### src/hdl/hrhp_pkg.sv
// Shared types, codes and character tables of the HTTP reply header parser.
`timescale 1ns / 1ps
`default_nettype none

package hrhp_pkg;

    // Result kinds
    localparam logic [1:0] KIND_BODY     = 2'd0;
    localparam logic [1:0] KIND_LOCATION = 2'd1;
    localparam logic [1:0] KIND_VERDICT  = 2'd2;

    // Verdict codes
    localparam logic [2:0] VERD_BODY_READY   = 3'd0;
    localparam logic [2:0] VERD_REDIRECT     = 3'd1;
    localparam logic [2:0] VERD_NO_STATUS    = 3'd2;
    localparam logic [2:0] VERD_MALFORMED    = 3'd3;
    localparam logic [2:0] VERD_NOT_OK       = 3'd4;
    localparam logic [2:0] VERD_UNTERMINATED = 3'd5;

    // Characters
    localparam logic [7:0] CH_CR    = 8'h0D;
    localparam logic [7:0] CH_LF    = 8'h0A;
    localparam logic [7:0] CH_TAB   = 8'h09;
    localparam logic [7:0] CH_SPACE = 8'h20;
    localparam logic [7:0] CH_DOT   = 8'h2E;
    localparam logic [7:0] CH_ZERO  = 8'h30;
    localparam logic [7:0] CH_NINE  = 8'h39;
    localparam logic [7:0] CH_UPPER_A = 8'h41;
    localparam logic [7:0] CH_UPPER_Z = 8'h5A;

    localparam logic [3:0] PROTO_LEN    = 4'd5;
    localparam logic [3:0] KEY_LEN      = 4'd10;
    localparam logic [3:0] MATCH_FAILED = 4'd15;

    localparam logic [9:0] STATUS_OK      = 10'd200;
    localparam logic [9:0] STATUS_REDIR_LO = 10'd300;
    localparam logic [9:0] STATUS_REDIR_HI = 10'd400;
    localparam logic [9:0] STATUS_MAX     = 10'd999;

    // Queue between the parser and the result sequencer
    localparam int QUEUE_DEPTH = 4;
    localparam int QUEUE_AW    = 2;

    // Everything one input beat produces, without the location length
    typedef struct packed {
        logic       cr_v;       // held CR goes out as a location byte
        logic       byte_v;     // data byte goes out
        logic [1:0] byte_kind;
        logic [7:0] data;
        logic       verd_v;     // verdict closes the reply
        logic [2:0] verdict;
        logic [9:0] status;
    } t_bundle;

    // "HTTP/"
    function automatic logic [7:0] proto_char(input logic [2:0] idx);
        logic [7:0] c;
        case (idx)
            3'd0:    c = 8'h48;
            3'd1:    c = 8'h54;
            3'd2:    c = 8'h54;
            3'd3:    c = 8'h50;
            3'd4:    c = 8'h2F;
            default: c = 8'h00;
        endcase
        return c;
    endfunction

    // "location: " in lower case
    function automatic logic [7:0] key_char(input logic [3:0] idx);
        logic [7:0] c;
        case (idx)
            4'd0:    c = 8'h6C;
            4'd1:    c = 8'h6F;
            4'd2:    c = 8'h63;
            4'd3:    c = 8'h61;
            4'd4:    c = 8'h74;
            4'd5:    c = 8'h69;
            4'd6:    c = 8'h6F;
            4'd7:    c = 8'h6E;
            4'd8:    c = 8'h3A;
            4'd9:    c = 8'h20;
            default: c = 8'h00;
        endcase
        return c;
    endfunction

endpackage

`default_nettype wire

### src/hdl/hrhp_if.sv
// Valid/ready channel interfaces for the byte input and the result output.
`timescale 1ns / 1ps
`default_nettype none

interface hrhp_in_if;
    logic       valid;
    logic       ready;
    logic [7:0] data_byte;
    logic       last_byte;

    modport source (output valid, output data_byte, output last_byte, input ready);
    modport sink   (input valid, input data_byte, input last_byte, output ready);
endinterface

interface hrhp_out_if;
    logic        valid;
    logic        ready;
    logic [1:0]  item_kind;
    logic [7:0]  out_byte;
    logic [2:0]  verdict;
    logic [9:0]  status_code;
    logic [10:0] location_length;
    logic        run_end;

    modport source (
        output valid, output item_kind, output out_byte, output verdict,
        output status_code, output location_length, output run_end, input ready
    );
    modport sink (
        input valid, input item_kind, input out_byte, input verdict,
        input status_code, input location_length, input run_end, output ready
    );
endinterface

`default_nettype wire

### src/hdl/hrhp_front.sv
// Parser front end: takes one byte a beat and builds the result bundle for it.
`timescale 1ns / 1ps
`default_nettype none

module hrhp_front
    import hrhp_pkg::*;
#(
    parameter int LOCATION_MAX = 2047,
    parameter int LOC_W        = 11
) (
    input  wire logic             i_clk,
    input  wire logic             i_rst_n,
    hrhp_in_if.sink               i_in,
    input  wire logic             i_queue_full,
    output      logic             o_push,
    output      t_bundle          o_bundle,
    output      logic [LOC_W-1:0] o_loclen
);

    typedef enum logic [3:0] {
        PH_PREFIX  = 4'd0,
        PH_VERSION = 4'd1,
        PH_GAP     = 4'd2,
        PH_STATUS  = 4'd3,
        PH_REST    = 4'd4,
        PH_BAD     = 4'd5,
        PH_HDR_OK  = 4'd6,
        PH_HDR_LOC = 4'd7,
        PH_LOC_VAL = 4'd8,
        PH_BODY    = 4'd9,
        PH_DONE    = 4'd10
    } t_phase;

    localparam logic [LOC_W-1:0] LOC_LIMIT = LOC_W'(LOCATION_MAX);

    t_phase           r_phase, n_phase;
    logic [3:0]       r_match, n_match;
    logic             r_prev_cr, n_prev_cr;
    logic [9:0]       r_acc, n_acc;
    logic             r_status_seen, n_status_seen;
    logic             r_ver_digit, n_ver_digit;
    logic             r_ver_dot, n_ver_dot;
    logic             r_line_content, n_line_content;
    logic [LOC_W-1:0] r_loc_cnt, n_loc_cnt;
    logic             r_held_cr, n_held_cr;
    logic [2:0]       r_outcome, n_outcome;

    logic             accept;
    logic [7:0]       b;
    logic [7:0]       lower;
    logic             is_dig;
    logic             is_sp;
    logic [13:0]      acc_next;
    logic [LOC_W-1:0] cnt_after_cr;
    logic             cr_emit;
    logic             byte_emit;
    t_bundle          bnd;

    assign i_in.ready = !i_queue_full;
    assign accept     = i_in.valid && !i_queue_full;
    assign b          = i_in.data_byte;

    // Character classes and the status digit step
    assign is_dig   = (b >= CH_ZERO) && (b <= CH_NINE);
    assign is_sp    = (b == CH_SPACE) || ((b >= CH_TAB) && (b <= CH_CR));
    assign lower    = ((b >= CH_UPPER_A) && (b <= CH_UPPER_Z)) ? (b + 8'd32) : b;
    assign acc_next = {1'b0, r_acc, 3'b000} + {3'b000, r_acc, 1'b0} + {10'd0, b[3:0]};

    // Location byte accounting: a held CR may go out ahead of the current byte
    assign cr_emit      = r_held_cr && (r_loc_cnt < LOC_LIMIT);
    assign cnt_after_cr = r_loc_cnt + {{(LOC_W-1){1'b0}}, cr_emit};
    assign byte_emit    = (b != CH_CR) && (cnt_after_cr < LOC_LIMIT);

    // Next state and bundle for the beat on the input
    always_comb begin
        n_phase        = r_phase;
        n_match        = r_match;
        n_prev_cr      = r_prev_cr;
        n_acc          = r_acc;
        n_status_seen  = r_status_seen;
        n_ver_digit    = r_ver_digit;
        n_ver_dot      = r_ver_dot;
        n_line_content = r_line_content;
        n_loc_cnt      = r_loc_cnt;
        n_held_cr      = r_held_cr;
        n_outcome      = r_outcome;
        bnd            = '0;
        o_loclen       = '0;

        case (r_phase)
            PH_PREFIX, PH_VERSION, PH_GAP, PH_STATUS, PH_REST, PH_BAD: begin
                if (b == CH_LF && r_prev_cr) begin
                    // end of the status line
                    if ((r_phase == PH_STATUS || r_phase == PH_REST) && r_status_seen) begin
                        if (r_acc == STATUS_OK) begin
                            n_phase   = PH_HDR_OK;
                            n_outcome = VERD_UNTERMINATED;
                        end else if (r_acc >= STATUS_REDIR_LO && r_acc < STATUS_REDIR_HI) begin
                            n_phase   = PH_HDR_LOC;
                            n_outcome = VERD_NOT_OK;
                        end else begin
                            n_phase   = PH_DONE;
                            n_outcome = VERD_NOT_OK;
                        end
                    end else begin
                        n_phase   = PH_DONE;
                        n_outcome = VERD_MALFORMED;
                    end
                    n_match        = '0;
                    n_prev_cr      = 1'b0;
                    n_line_content = 1'b0;
                end else begin
                    n_prev_cr = (b == CH_CR);
                    case (r_phase)
                        PH_PREFIX: begin
                            if (r_match < PROTO_LEN && b == proto_char(r_match[2:0])) begin
                                n_match = r_match + 4'd1;
                                if (n_match == PROTO_LEN) begin
                                    n_phase = PH_VERSION;
                                end
                            end else begin
                                n_phase = PH_BAD;
                            end
                        end
                        PH_VERSION: begin
                            if (is_dig) begin
                                n_ver_digit = 1'b1;
                            end else if (b == CH_DOT) begin
                                if (r_ver_dot) begin
                                    n_phase = PH_BAD;
                                end
                                n_ver_dot = 1'b1;
                            end else if (is_sp) begin
                                if (r_ver_digit) begin
                                    n_phase = PH_GAP;
                                end else if (r_ver_dot) begin
                                    n_phase = PH_BAD;
                                end
                            end else begin
                                n_phase = PH_BAD;
                            end
                        end
                        PH_GAP: begin
                            if (is_dig) begin
                                n_acc         = {6'd0, b[3:0]};
                                n_status_seen = 1'b1;
                                n_phase       = PH_STATUS;
                            end else if (!is_sp) begin
                                n_phase = PH_BAD;
                            end
                        end
                        PH_STATUS: begin
                            if (is_dig) begin
                                n_acc = (acc_next > {4'd0, STATUS_MAX}) ? STATUS_MAX
                                                                       : acc_next[9:0];
                            end else begin
                                n_phase = PH_REST;
                            end
                        end
                        default: begin
                        end
                    endcase
                end
            end
            PH_HDR_OK, PH_HDR_LOC: begin
                if (b == CH_LF && r_prev_cr) begin
                    // a header line ends; an empty one closes the headers
                    n_prev_cr      = 1'b0;
                    n_line_content = 1'b0;
                    n_match        = '0;
                    if (!r_line_content) begin
                        if (r_phase == PH_HDR_OK) begin
                            n_phase   = PH_BODY;
                            n_outcome = VERD_BODY_READY;
                        end else begin
                            n_phase   = PH_DONE;
                            n_outcome = VERD_NOT_OK;
                        end
                    end
                end else begin
                    if (r_prev_cr || b != CH_CR) begin
                        n_line_content = 1'b1;
                    end
                    n_prev_cr = (b == CH_CR);
                    if (r_phase == PH_HDR_LOC && r_match < KEY_LEN) begin
                        if (lower == key_char(r_match)) begin
                            n_match = r_match + 4'd1;
                            if (n_match == KEY_LEN) begin
                                n_phase   = PH_LOC_VAL;
                                n_held_cr = 1'b0;
                                n_loc_cnt = '0;
                            end
                        end else begin
                            n_match = MATCH_FAILED;
                        end
                    end
                end
            end
            PH_LOC_VAL: begin
                if (b == CH_LF && r_held_cr) begin
                    n_held_cr = 1'b0;
                    n_phase   = PH_DONE;
                    n_outcome = VERD_REDIRECT;
                end else begin
                    bnd.cr_v      = cr_emit;
                    bnd.byte_v    = byte_emit;
                    bnd.byte_kind = KIND_LOCATION;
                    bnd.data      = b;
                    n_held_cr     = (b == CH_CR);
                    n_loc_cnt     = cnt_after_cr + {{(LOC_W-1){1'b0}}, byte_emit};
                end
            end
            PH_BODY: begin
                bnd.byte_v    = 1'b1;
                bnd.byte_kind = KIND_BODY;
                bnd.data      = b;
            end
            default: begin
            end
        endcase

        // last byte: verdict, then back to the reset state
        if (i_in.last_byte) begin
            bnd.verd_v  = 1'b1;
            bnd.verdict = n_outcome;
            bnd.status  = (n_outcome == VERD_BODY_READY || n_outcome == VERD_REDIRECT ||
                           n_outcome == VERD_NOT_OK) ? n_acc : 10'd0;
            o_loclen    = n_loc_cnt;

            n_phase        = PH_PREFIX;
            n_match        = '0;
            n_prev_cr      = 1'b0;
            n_acc          = '0;
            n_status_seen  = 1'b0;
            n_ver_digit    = 1'b0;
            n_ver_dot      = 1'b0;
            n_line_content = 1'b0;
            n_loc_cnt      = '0;
            n_held_cr      = 1'b0;
            n_outcome      = VERD_NO_STATUS;
        end
    end

    assign o_bundle = bnd;
    assign o_push   = accept && (bnd.cr_v || bnd.byte_v || bnd.verd_v);

    // Parser state
    always_ff @(posedge i_clk) begin
        if (!i_rst_n) begin
            r_phase        <= PH_PREFIX;
            r_match        <= '0;
            r_prev_cr      <= 1'b0;
            r_acc          <= '0;
            r_status_seen  <= 1'b0;
            r_ver_digit    <= 1'b0;
            r_ver_dot      <= 1'b0;
            r_line_content <= 1'b0;
            r_loc_cnt      <= '0;
            r_held_cr      <= 1'b0;
            r_outcome      <= VERD_NO_STATUS;
        end else if (accept) begin
            r_phase        <= n_phase;
            r_match        <= n_match;
            r_prev_cr      <= n_prev_cr;
            r_acc          <= n_acc;
            r_status_seen  <= n_status_seen;
            r_ver_digit    <= n_ver_digit;
            r_ver_dot      <= n_ver_dot;
            r_line_content <= n_line_content;
            r_loc_cnt      <= n_loc_cnt;
            r_held_cr      <= n_held_cr;
            r_outcome      <= n_outcome;
        end
    end

endmodule

`default_nettype wire

### src/hdl/hrhp_queue.sv
// Small register queue that decouples the parser from the result sequencer.
`timescale 1ns / 1ps
`default_nettype none

module hrhp_queue
    import hrhp_pkg::*;
#(
    parameter int W = 8
) (
    input  wire logic         i_clk,
    input  wire logic         i_rst_n,
    input  wire logic         i_push,
    input  wire logic [W-1:0] i_data,
    input  wire logic         i_pop,
    output      logic [W-1:0] o_head,
    output      logic         o_full,
    output      logic         o_empty
);

    logic [W-1:0]        r_mem [QUEUE_DEPTH];
    logic [QUEUE_AW-1:0] r_wr_ptr;
    logic [QUEUE_AW-1:0] r_rd_ptr;
    logic [QUEUE_AW:0]   r_count;
    logic                do_pop;

    assign o_full  = (r_count == (QUEUE_AW+1)'(QUEUE_DEPTH));
    assign o_empty = (r_count == '0);
    assign o_head  = r_mem[r_rd_ptr];
    assign do_pop  = i_pop && !o_empty;

    // Storage
    always_ff @(posedge i_clk) begin
        if (i_push) begin
            r_mem[r_wr_ptr] <= i_data;
        end
    end

    // Pointers and fill level
    always_ff @(posedge i_clk) begin
        if (!i_rst_n) begin
            r_wr_ptr <= '0;
            r_rd_ptr <= '0;
            r_count  <= '0;
        end else begin
            if (i_push) begin
                r_wr_ptr <= r_wr_ptr + 1'b1;
            end
            if (do_pop) begin
                r_rd_ptr <= r_rd_ptr + 1'b1;
            end
            if (i_push && !do_pop) begin
                r_count <= r_count + 1'b1;
            end else if (!i_push && do_pop) begin
                r_count <= r_count - 1'b1;
            end
        end
    end

endmodule

`default_nettype wire

### src/hdl/hrhp_back.sv
// Result sequencer: walks each queued bundle and drives one result beat a cycle while the receiver is ready.
`timescale 1ns / 1ps
`default_nettype none

module hrhp_back
    import hrhp_pkg::*;
#(
    parameter int LOC_W = 11
) (
    input  wire logic             i_clk,
    input  wire logic             i_rst_n,
    input  wire t_bundle          i_bundle,
    input  wire logic [LOC_W-1:0] i_loclen,
    input  wire logic             i_empty,
    output      logic             o_pop,
    hrhp_out_if.source            o_out
);

    logic             r_valid;
    logic [1:0]       r_kind;
    logic [7:0]       r_byte;
    logic [2:0]       r_verdict;
    logic [9:0]       r_status;
    logic [LOC_W-1:0] r_loclen;
    logic             r_run_end;
    logic             r_cr_done;
    logic             r_byte_done;

    logic             sel_cr;
    logic             sel_byte;
    logic             final_one;
    logic             load;

    // Pick the next result of the head bundle
    assign sel_cr   = i_bundle.cr_v && !r_cr_done;
    assign sel_byte = !sel_cr && i_bundle.byte_v && !r_byte_done;

    always_comb begin
        if (sel_cr) begin
            final_one = !i_bundle.byte_v && !i_bundle.verd_v;
        end else if (sel_byte) begin
            final_one = !i_bundle.verd_v;
        end else begin
            final_one = 1'b1;
        end
    end

    assign load  = !i_empty && (!r_valid || o_out.ready);
    assign o_pop = load && final_one;

    // Output register and progress through the bundle
    always_ff @(posedge i_clk) begin
        if (!i_rst_n) begin
            r_valid     <= 1'b0;
            r_cr_done   <= 1'b0;
            r_byte_done <= 1'b0;
        end else if (load) begin
            r_valid <= 1'b1;
            if (final_one) begin
                r_cr_done   <= 1'b0;
                r_byte_done <= 1'b0;
            end else if (sel_cr) begin
                r_cr_done <= 1'b1;
            end else begin
                r_byte_done <= 1'b1;
            end
        end else if (o_out.ready) begin
            r_valid <= 1'b0;
        end
    end

    // Result payload
    always_ff @(posedge i_clk) begin
        if (load) begin
            r_run_end <= final_one;
            if (sel_cr) begin
                r_kind    <= KIND_LOCATION;
                r_byte    <= CH_CR;
                r_verdict <= '0;
                r_status  <= '0;
                r_loclen  <= '0;
            end else if (sel_byte) begin
                r_kind    <= i_bundle.byte_kind;
                r_byte    <= i_bundle.data;
                r_verdict <= '0;
                r_status  <= '0;
                r_loclen  <= '0;
            end else begin
                r_kind    <= KIND_VERDICT;
                r_byte    <= '0;
                r_verdict <= i_bundle.verdict;
                r_status  <= i_bundle.status;
                r_loclen  <= i_loclen;
            end
        end
    end

    // location_length is an 11-bit field whatever the counter width
    assign o_out.valid           = r_valid;
    assign o_out.item_kind       = r_kind;
    assign o_out.out_byte        = r_byte;
    assign o_out.verdict         = r_verdict;
    assign o_out.status_code     = r_status;
    assign o_out.location_length = 11'(r_loclen);
    assign o_out.run_end         = r_run_end;

endmodule

`default_nettype wire

### src/hdl/http_reply_header_parser.sv
// Top level of the HTTP reply header parser.
//
// i_in carries the raw reply, one byte a beat, with last_byte on the final
// byte. o_out carries results: body bytes for a 200 reply, Location value
// bytes for a 3xx reply, and one verdict beat after the final byte, carrying
// the verdict, the status and the number of location bytes sent. run_end
// marks the last result of each input beat.
// The parser takes one byte every cycle while its four-entry bundle queue has
// room. A byte yields at most three results (a held CR, the byte, a verdict);
// the sequencer drives one result per cycle while the receiver is ready,
// which is one byte per cycle unless bytes carry several results. Results
// go from the queue into the output register before they appear on o_out.
// When the receiver stalls, the output register holds its beat, the queue
// fills, and i_in.ready drops once the queue is full.
// Reset (synchronous, active low) returns the parser to the start of a reply
// and empties the queue and the output register; no clearing pass is needed.
// After the verdict of one reply the parser is ready for the next.
`timescale 1ns / 1ps
`default_nettype none

module http_reply_header_parser
    import hrhp_pkg::*;
#(
    parameter int LOCATION_MAX = 2047
) (
    input  wire logic  i_clk,
    input  wire logic  i_rst_n,
    hrhp_in_if.sink    i_in,
    hrhp_out_if.source o_out
);

    localparam int LOC_W = $clog2(LOCATION_MAX + 1);
    localparam int QW    = $bits(t_bundle) + LOC_W;

    logic             push;
    logic             pop;
    logic             full;
    logic             empty;
    t_bundle          bundle_in;
    t_bundle          bundle_head;
    logic [LOC_W-1:0] loclen_in;
    logic [LOC_W-1:0] loclen_head;
    logic [QW-1:0]    head_word;

    // Front end: parse and classify each byte
    hrhp_front #(
        .LOCATION_MAX (LOCATION_MAX),
        .LOC_W        (LOC_W)
    ) u_front (
        .i_clk        (i_clk),
        .i_rst_n      (i_rst_n),
        .i_in         (i_in),
        .i_queue_full (full),
        .o_push       (push),
        .o_bundle     (bundle_in),
        .o_loclen     (loclen_in)
    );

    // Bundle queue
    hrhp_queue #(
        .W (QW)
    ) u_queue (
        .i_clk   (i_clk),
        .i_rst_n (i_rst_n),
        .i_push  (push),
        .i_data  ({bundle_in, loclen_in}),
        .i_pop   (pop),
        .o_head  (head_word),
        .o_full  (full),
        .o_empty (empty)
    );

    assign bundle_head = head_word[QW-1:LOC_W];
    assign loclen_head = head_word[LOC_W-1:0];

    // Back end: one result beat per cycle while the receiver is ready
    hrhp_back #(
        .LOC_W (LOC_W)
    ) u_back (
        .i_clk    (i_clk),
        .i_rst_n  (i_rst_n),
        .i_bundle (bundle_head),
        .i_loclen (loclen_head),
        .i_empty  (empty),
        .o_pop    (pop),
        .o_out    (o_out)
    );

endmodule

`default_nettype wire
### src/flat_wrapper.sv
// flat-port wrapper written by rule: the top's interface ports become plain ports
module http_reply_header_parser_flat import hrhp_pkg::*;
#(
    parameter int LOCATION_MAX = 2047
)
  (i_clk, i_rst_n, i_in_valid, i_in_data_byte, i_in_last_byte, i_in_ready, o_out_valid, o_out_item_kind, o_out_out_byte, o_out_verdict, o_out_status_code, o_out_location_length, o_out_run_end, o_out_ready);
  hrhp_in_if i_in_i ();
  hrhp_out_if o_out_i ();
  input  wire logic i_clk;
  input  wire logic i_rst_n;
  input wire logic [$bits(i_in_i.valid)-1:0] i_in_valid;
  input wire logic [$bits(i_in_i.data_byte)-1:0] i_in_data_byte;
  input wire logic [$bits(i_in_i.last_byte)-1:0] i_in_last_byte;
  output wire logic [$bits(i_in_i.ready)-1:0] i_in_ready;
  output wire logic [$bits(o_out_i.valid)-1:0] o_out_valid;
  output wire logic [$bits(o_out_i.item_kind)-1:0] o_out_item_kind;
  output wire logic [$bits(o_out_i.out_byte)-1:0] o_out_out_byte;
  output wire logic [$bits(o_out_i.verdict)-1:0] o_out_verdict;
  output wire logic [$bits(o_out_i.status_code)-1:0] o_out_status_code;
  output wire logic [$bits(o_out_i.location_length)-1:0] o_out_location_length;
  output wire logic [$bits(o_out_i.run_end)-1:0] o_out_run_end;
  input wire logic [$bits(o_out_i.ready)-1:0] o_out_ready;
  assign i_in_i.valid = i_in_valid;
  assign i_in_i.data_byte = i_in_data_byte;
  assign i_in_i.last_byte = i_in_last_byte;
  assign i_in_ready = i_in_i.ready;
  assign o_out_valid = o_out_i.valid;
  assign o_out_item_kind = o_out_i.item_kind;
  assign o_out_out_byte = o_out_i.out_byte;
  assign o_out_verdict = o_out_i.verdict;
  assign o_out_status_code = o_out_i.status_code;
  assign o_out_location_length = o_out_i.location_length;
  assign o_out_run_end = o_out_i.run_end;
  assign o_out_i.ready = o_out_ready;
  http_reply_header_parser #(.LOCATION_MAX(LOCATION_MAX)) u_core (.i_clk(i_clk), .i_rst_n(i_rst_n), .i_in(i_in_i), .o_out(o_out_i));
endmodule
### config.mk
export PLATFORM = sky130hd
export DESIGN_NAME = http_reply_header_parser_flat
export DESIGN_NICKNAME = d
export VERILOG_FILES = /design/src/hdl/hrhp_pkg.sv /design/src/hdl/hrhp_if.sv /design/src/hdl/hrhp_front.sv /design/src/hdl/hrhp_queue.sv /design/src/hdl/hrhp_back.sv /design/src/hdl/http_reply_header_parser.sv /design/src/flat_wrapper.sv
export SDC_FILE = /design/constraint.sdc
export NUM_CORES = 1
export LEC_CHECK = 0
export BUFFER_PORTS_ARGS = -buffer_cell sky130_fd_sc_hd__buf_2
export CELL_PAD_IN_SITES_DETAIL_PLACEMENT = 1
export CELL_PAD_IN_SITES_GLOBAL_PLACEMENT = 1
export CORE_MARGIN = 10
export CORE_UTILIZATION = 50
export CTS_CLUSTER_SIZE = 40
export DETAILED_ROUTE_END_ITERATION = 10
export GPL_TIMING_DRIVEN = 0
export PLACE_DENSITY = 0.78
export SLEW_MARGIN = 20
export SYNTH_ARGS = -nofsm -noshare
export SYNTH_HDL_FRONTEND = slang
export SYNTH_SLANG_ARGS = --single-unit
### constraint.sdc
create_clock -name i_clk -period 9.3 [get_ports i_clk]
set_clock_uncertainty 0.05 [all_clocks]
set_input_delay 1.395 -clock i_clk [delete_from_list [all_inputs] [get_ports i_clk]]
set_output_delay 1.395 -clock i_clk [all_outputs]
set_load 0.05 [all_outputs]
==> results of run 1 <==
==> worst paths after layout <==
| check | slack, ns | startpoint | cells past startpoint | to |
|---|---|---|---|---|
| min | 0.44 | u_core.u_front.r_ver_dot | 1 | u_core.u_front.r_ver_dot |
| max | 4.51 | i_in_data_byte[3] | 11 | u_core.u_queue.r_mem[1][14] |
| max reg2reg | 4.67 | u_core.u_front.r_loc_cnt[6] | 18 | u_core.u_queue.r_mem[0][9] |
| min reg2reg | 0.44 | u_core.u_front.r_ver_dot | 1 | u_core.u_front.r_ver_dot |
==> power by group through the flow <==
stage                     logic (mW)  clock network, mW  registers (mW)
after floorplan                0.394                  0            1.64
after global placement         0.875                  0            1.36
after detailed placement       0.942                  0            1.36
after CTS                      0.957              0.970            1.34
after global routing            1.01               1.02            1.35
final                          0.946              0.961            1.34
==> worst reg2reg max path: stages, from the launching register on <==
cell and delay (ns):
dfxtp_1 0.31, clkbuf_1 0.27, nand4_1 0.18, o31a_1 0.37, ha_1 0.25, ha_1 0.19
buf_2 0.18, nand2_1 0.11, nor2_1 0.08, xor2_1 0.13, nand4b_1 0.16, o31a_1 0.38
ha_1 0.22, nand3_1 0.11, nor2_1 0.08, o211ai_1 0.42, o21ai_0 0.22, a21bo_2 0.25
a21oi_1 0.40
==> state kept, by name, indices dropped and copies added (netlist names), 2 cells and up, named ones only <==
| register | cells |
|---|---|
| u_core.u_back.o_out.item_kind | 2 |
| u_core.u_back.o_out.location_length | 11 |
| u_core.u_back.o_out.out_byte | 8 |
| u_core.u_back.o_out.status_code | 10 |
| u_core.u_back.o_out.verdict | 3 |
| u_core.u_front.r_acc | 10 |
| u_core.u_front.r_loc_cnt | 11 |
| u_core.u_front.r_match | 4 |
| u_core.u_front.r_outcome | 3 |
| u_core.u_front.r_phase | 4 |
| u_core.u_queue.r_count | 3 |
| u_core.u_queue.r_mem | 144 |
| u_core.u_queue.r_rd_ptr | 2 |
| u_core.u_queue.r_wr_ptr | 2 |
==> cells in the final DEF, fill, tap and decap left out, types with 6 or more instances in the layout <==
cell       count
edfxtp_1     179
nor2_1        68
nand2_1       64
buf_2         61
dfxtp_1       57
a21oi_1       46
ha_1          40
clkbuf_1      37
o21ai_0       37
mux4_2        36
and3_1        33
nand3_1       30
nor3_1        25
clkbuf_16     25
inv_1         23
a21o_1        20
xnor2_1       17
and2_1        14
xor2_1        14
nor2b_1       12
mux2i_1       11
nand4_1       10
a22oi_1        8
nand2b_1       7
o21a_1         6
nor3b_1        6
nor4_1         6
o211ai_1       6
o22ai_1        6
==> metrics by stage <==
step / cell area, sq um / setup slack, ns / hold WS, ns / util, %
after global routing: 13440 / 4.274 / 0.4535 / 57.42
after CTS: 13440 / 4.572 / 0.4377 / 57.42
final: 13440 / 4.510 / 0.4409 / 57.42
after global placement: 12490 / 3.264 / 0.4032 / 53.36
after floorplan: 11850 / 4.452 / 0.3823 / -
after detailed placement: 12640 / 4.041 / 0.4238 / 54.02
==> cell type report <==
class / instances / area (sq um) / share of cell area, %
buffer: 53 / 239.0 / 1.778
clock buffer: 34 / 689.4 / 5.130
clock inverter: 12 / 106.4 / 0.7914
inverter: 26 / 97.59 / 0.7263
multi-input combinational: 649 / 5012 / 37.30
sequential: 236 / 6516 / 48.49
tap: 319 / 399.1 / 2.970
timing repair buffer: 53 / 377.9 / 2.812
==> metal layers <==
| layer | up-vias | routed length (microns) | global-route usage, % |
|---|---|---|---|
| met4 | 0 | 775 | 7.268 |
| met2 | 217 | 16210 | 37.05 |
| met3 | 52 | 1543 | 2.579 |
| met1 | 4240 | 13710 | 26.89 |
| li1 | 3854 | - | - |
| met5 | - | 0 | 0 |
==> logic make-up (layout without fill, tap and decap cells) <==
group / count (synthesis) / after routing
simple gates: 310 / 310
buf+inv: 79 / 178
flops: 236 / 236
compound gates: 216 / 216
mux: 49 / 49
xor+xnor: 31 / 31
fa+ha+maj: 43 / 43
==> flow_summary.json, run 1 <==
{
  "syn_nets": 1020,
  "leakagePower_nw": 4.929,
  "clkTransAtPathRegs_ns": 0.06,
  "finalMaxSlewViolations": 0,
  "status": "finished clean",
  "ys.flop_type": "edfxtp_1",
  "diodes": 0,
  "syn_area_per_cell_sq_um": 12.29,
  "synth_top_family_by_area": "simple AND/OR/NAND/NOR gates",
  "required_ns": 9.47,
  "synth_compound_area_share_pct": 13.22,
  "syn_area_sq_um": 11850,
  "layout.cells.non_filler": 1382,
  "worst_pin_slew_ns": 0.9485,
  "rsz0062_at_grt": "false",
  "synth_top_area_share_pct": 45.36,
  "fin_crit_ns": 4.790,
  "cts_root_buf": "clkbuf_16",
  "cts_setup_buffers": 0,
  "grt_pass1_wl_microns": 51260,
  "synthArstFlopShare_pct": 0,
  "num_io_pins": 50,
  "grt_pass1_vias": 8844,
  "die_y_microns": 173.9,
  "grt_max_degree": 29,
  "drc_errors": 0,
  "grt-ovfl-total": 0,
  "fill_cells": 2432,
  "synth_warnings": 0,
  "cts.sinks": 236,
  "synth_cells": 964,
  "first_pass_iters": 5,
  "cts_repair_resize_count": 0,
  "peakVddDrop_uv": 216.8,
  "synth_most_common_cell": "edfxtp_1",
  "yosysUniqueCellTypes": 91,
  "ys_ff_latch": 236,
  "crit_chain": "buf_2 -> fa_1 -> fa_1 -> a211oi_1 -> o21bai_1 -> a21boi_2 -> mux2i_1 -> a21oi_1 -> nor4_4 -> a21oi_1 -> nor3_1",
  "ant_nets": 0,
  "placedCellCount": 1336,
  "synth_fa_ha_area_share_pct": 4.731,
  "critPathCaptureType": "flop",
  "core_sq_um": 23400,
  "num_vias": 8363,
  "clock.fmax_mhz": 208.8,
  "cts.htree.levels": 1,
  "die_w_microns": 173.9,
  "yosys.area.top_type": "edfxtp_1",
  "drv_cap": 0,
  "hold_class": "flop to flop",
  "numCtsBuffers": 25,
  "powerDensity_nw_per_um2": 241.4,
  "cts_tree": "done",
  "synthTopCellsByCount": "edfxtp_1, nor2_1, nand2_1",
  "pwr-share-seq_pct": 41.2,
  "path_buf_inv": 1,
  "synth_simple_gate_area_share_pct": 13.90,
  "p_sw_share_pct": 34.40,
  "p_sw_mw": 1.116,
  "io_buffers": 48,
  "p_clk_share_pct": 29.6,
  "clkLatencyLatePin_ns": 0.53,
  "via_per_inst": 6.051,
  "cts.path.max_buffers": 3,
  "drtIter0Drc": 724,
  "setup_violations": 0,
  "placementRows": 56,
  "intPower_mw": 2.128,
  "slowest_stage": "nor3_1",
  "worst-endpoint-arrival_ns": 4.96,
  "crit_family": "simple AND/OR/NAND/NOR gates",
  "grt.total_usage_pct": 21.28,
  "hold_buffers": 0,
  "worstPathMaxFanout": 6,
  "synth_edf_count": 179,
  "drive_gt1_share_pct": 17.40,
  "fp.dieArea_sq_um": 30260,
  "areaGrowthSynthToFinish_pct": 13.41,
  "cpPeakStageDelay_ns": 0.62,
  "slew_headroom_pct": 36.28,
  "gp_congestion": 0.8829,
  "hpwl_microns": 23230,
  "postRouteWirelength_microns": 32240,
  "hold_violations": 0,
  "worst_setup_path_start_kind": "input port",
  "synth_area_leaders": "edfxtp_1, dfxtp_1, mux4_2, ha_1, nor2_1",
  "nNetsFinal": 1100,
  "synth-xor-area-share_pct": 2.291,
  "wl_per_cell_microns": 23.33,
  "path_class": "input port to flop",
  "pwr-share-comb_pct": 29.2,
  "ys_seq_area_share_pct": 54.99,
  "synth_mux_area_share_pct": 8.025,
  "totalPowerFinal_mw": 3.244,
  "grt_antenna_before_repair": 0,
  "setup_tns_ns": 0,
  "start_util_pct": 50.63,
  "fin_crit_sh_pct": 51.50
}
(Power assumes the default switching activity.)
==> inputs of run 2 (changes only) <==
ABC_AREA = 1   (was default)
CORE_UTILIZATION = 48   (was 50)
PLACE_DENSITY = 0.79   (was 0.78)
clock period = 4.6 ns   (was 9.3 ns; I/O delays follow)
==> run 2 against run 1 <==
  * Register-to-register slack got worse by 4.3 ns
  * Highest routed layer unchanged
  * Sequential cell count unchanged
  * Synthesized area increased by 3.5%
==> flow_summary.json, run 2 <==
{
  "placementRows": 58,
  "worst_pin_slew_ns": 0.7930,
  "clkLatencyLatePin_ns": 0.53,
  "num_io_pins": 50,
  "gp_congestion": 0.8699,
  "layout.cells.non_filler": 1842,
  "setup_ws_ns": 0.3549,
  "clkTransAtPathRegs_ns": 0.07,
  "nNetsFinal": 1551,
  "fill_cells": 2985,
  "wl_per_cell_microns": 20.11,
  "ys.flop_type": "edfxtp_1",
  "start_util_pct": 48.72,
  "hold_buffers": 0,
  "ys_seq_area_share_pct": 53.11,
  "yosys.area.top_type": "edfxtp_1",
  "peakVddDrop_uv": 468.7,
  "syn_area_per_cell_sq_um": 8.683,
  "placedCellCount": 1798,
  "grt.total_usage_pct": 22.01,
  "fin_crit_ns": 4.245,
  "synth_most_common_cell": "nand2_1",
  "first_pass_iters": 5,
  "cts_root_buf": "clkbuf_16",
  "crit_path_frequent_cell": "nand2_1",
  "via_per_inst": 5.583,
  "synth_area_leaders": "edfxtp_1, dfxtp_1, nand2_1, nor2_1, o21ai_0",
  "grt_max_degree": 25,
  "cts.path.max_buffers": 3,
  "synthTopCellsByCount": "nand2_1, nor2_1, edfxtp_1",
  "hold_violations": 0,
  "cts_setup_buffers": 0,
  "crit_chain": "nand2_2 -> nor2_1 -> nand3_1 -> nand2_1 -> inv_1 -> ha_1 -> ha_2 -> nor3b_2 -> nand3_1 -> nor2_1 -> nand3_1 -> nand2_1 -> nand2_1 -> nand2_1 -> nand2_1 -> nand2_4 -> inv_2 -> ha_1 -> inv_1 -> fa_1 -> o21ai_0 -> a21oi_1",
  "worst_setup_path_start_kind": "flop",
  "drive_gt1_share_pct": 12.57,
  "mostFrequentLayoutCells": "nand2_1, nor2_1, edfxtp_1",
  "ys_ff_latch": 236,
  "areaGrowthSynthToFinish_pct": 13.39,
  "setup_tns_ns": 0,
  "hold_class": "flop to flop",
  "required_ns": 4.96,
  "grt-ovfl-total": 0,
  "rsz0062_at_grt": "false",
  "hpwl_microns": 27120,
  "syn_area_sq_um": 12270,
  "worst-endpoint-arrival_ns": 4.60,
  "die_w_microns": 179.9,
  "preCtsSetupSlack_ns": 0.09501,
  "core_sq_um": 25180,
  "clock.fmax_mhz": 235.6,
  "powerDensity_nw_per_um2": 550.2,
  "leakagePower_nw": 5.493,
  "synth_warnings": 0,
  "yosysUniqueCellTypes": 48,
  "synth_edf_count": 179,
  "fin_crit_sh_pct": 92.28,
  "cts.htree.levels": 1,
  "drv_cap": 0,
  "io_buffers": 49,
  "grt_pass1_vias": 11020,
  "postRouteWirelength_microns": 37040,
  "cpPeakStageDelay_ns": 0.49,
  "num_vias": 10280,
  "worstPathMaxFanout": 8,
  "largest_reg_flops": 144,
  "drtIter0Drc": 674,
  "ant_nets": 0,
  "slew_headroom_pct": 47.13,
  "synth_top_area_share_pct": 43.81,
  "hold_slack_ns": 0.4323,
  "finalMaxSlewViolations": 0,
  "numCtsBuffers": 25,
  "cts_tree": "done",
  "synthArstFlopShare_pct": 0,
  "fin_util_pct": 55.25,
  "top_register": "u_core.u_queue.r_mem",
  "critPathCaptureType": "flop",
  "path_class": "flop to flop",
  "syn_nets": 1469,
  "setup_violations": 0,
  "fp.dieArea_sq_um": 32360,
  "drc_errors": 0,
  "status": "finished clean",
  "die_y_microns": 179.9,
  "slowest_stage": "dfxtp_1",
  "grt_antenna_before_repair": 0,
  "cts.sinks": 236,
  "synth_cells": 1413,
  "grt_pass1_wl_microns": 58730,
  "diodes": 0,
  "layout_commonest_cell": "nand2_1"
}
==> run 2: final timing paths <==
path / startpoint / endpoint / slack, ns / depth (start not counted)
worst max-delay path: u_core.u_front.r_loc_cnt[4] / u_core.u_queue.r_count[1] / 0.35 / 22
worst min-delay path: u_core.u_front.r_outcome[2] / u_core.u_front.r_outcome[2] / 0.43 / 2
worst max register to register: u_core.u_front.r_loc_cnt[4] / u_core.u_queue.r_count[1] / 0.35 / 22
worst min register to register: u_core.u_front.r_outcome[2] / u_core.u_front.r_outcome[2] / 0.43 / 2
==> run 2: where the power goes <==
group          switching (mW)  total, mW  internal (mW)  leakage, nW
clock network           0.859       1.86           1.01        0.362
logic                    2.22       2.89          0.679         2.97
registers               0.124       2.90           2.77         2.16
==> run 2: cell type report <==
class                      count  area (sq um)  area share [%]
sequential                   236          6518           46.85
multi-input combinational    993          5134           36.90
clock buffer                  30         644.4           4.632
inverter                     136         511.7           3.678
tap                          330         412.9           2.968
timing repair buffer          55         402.9           2.896
buffer                        48         202.7           1.457
clock inverter                14         86.33          0.6206
==> run 2: cell families after synthesis <==
group | Yosys count | share of synthesized area, %
AND/OR/NAND/NOR | 677 | 24.01
buffers and inverters | 184 | 5.823
flip-flops | 236 | 53.11
XOR/XNOR | 14 | 0.9994
adder cells (fa/ha/maj) | 43 | 4.569
AO/OA/AOI/OAI | 259 | 11.49
==> run 2: critical path: cells and delay by family (launching register included) <==
| kind | cells | cell delay (ns) |
|---|---|---|
| compound gates | 2 | 0.32 |
| fa+ha+maj | 4 | 1.21 |
| flops | 1 | 0.49 |
| buf+inv | 3 | 0.27 |
| simple gates | 13 | 1.79 |
==> run 2: timing repair <==
| item | in CTS | in global routing |
|---|---|---|
| endpoints found under the hold margin | 0 | 0 |
| gates resized for setup | 0 | 14 |
| setup endpoints to repair | 0 | 33 |
==> run 2: metal layers <==
layer	GRT usage (%)	part of all wire [%]
met3	2.691	4.8
met4	5.690	2.0
met1	27.15	43
met2	39.70	51
met5	0	0
==> run 2: through the flow <==
stage               total power [mW]  cell area (sq um)
finish                         7.655              13910
global route                   8.025              13910
CTS                            7.664              13860
detailed placement             5.772              13130
global placement               5.551              12930
floorplan                      4.831              12270
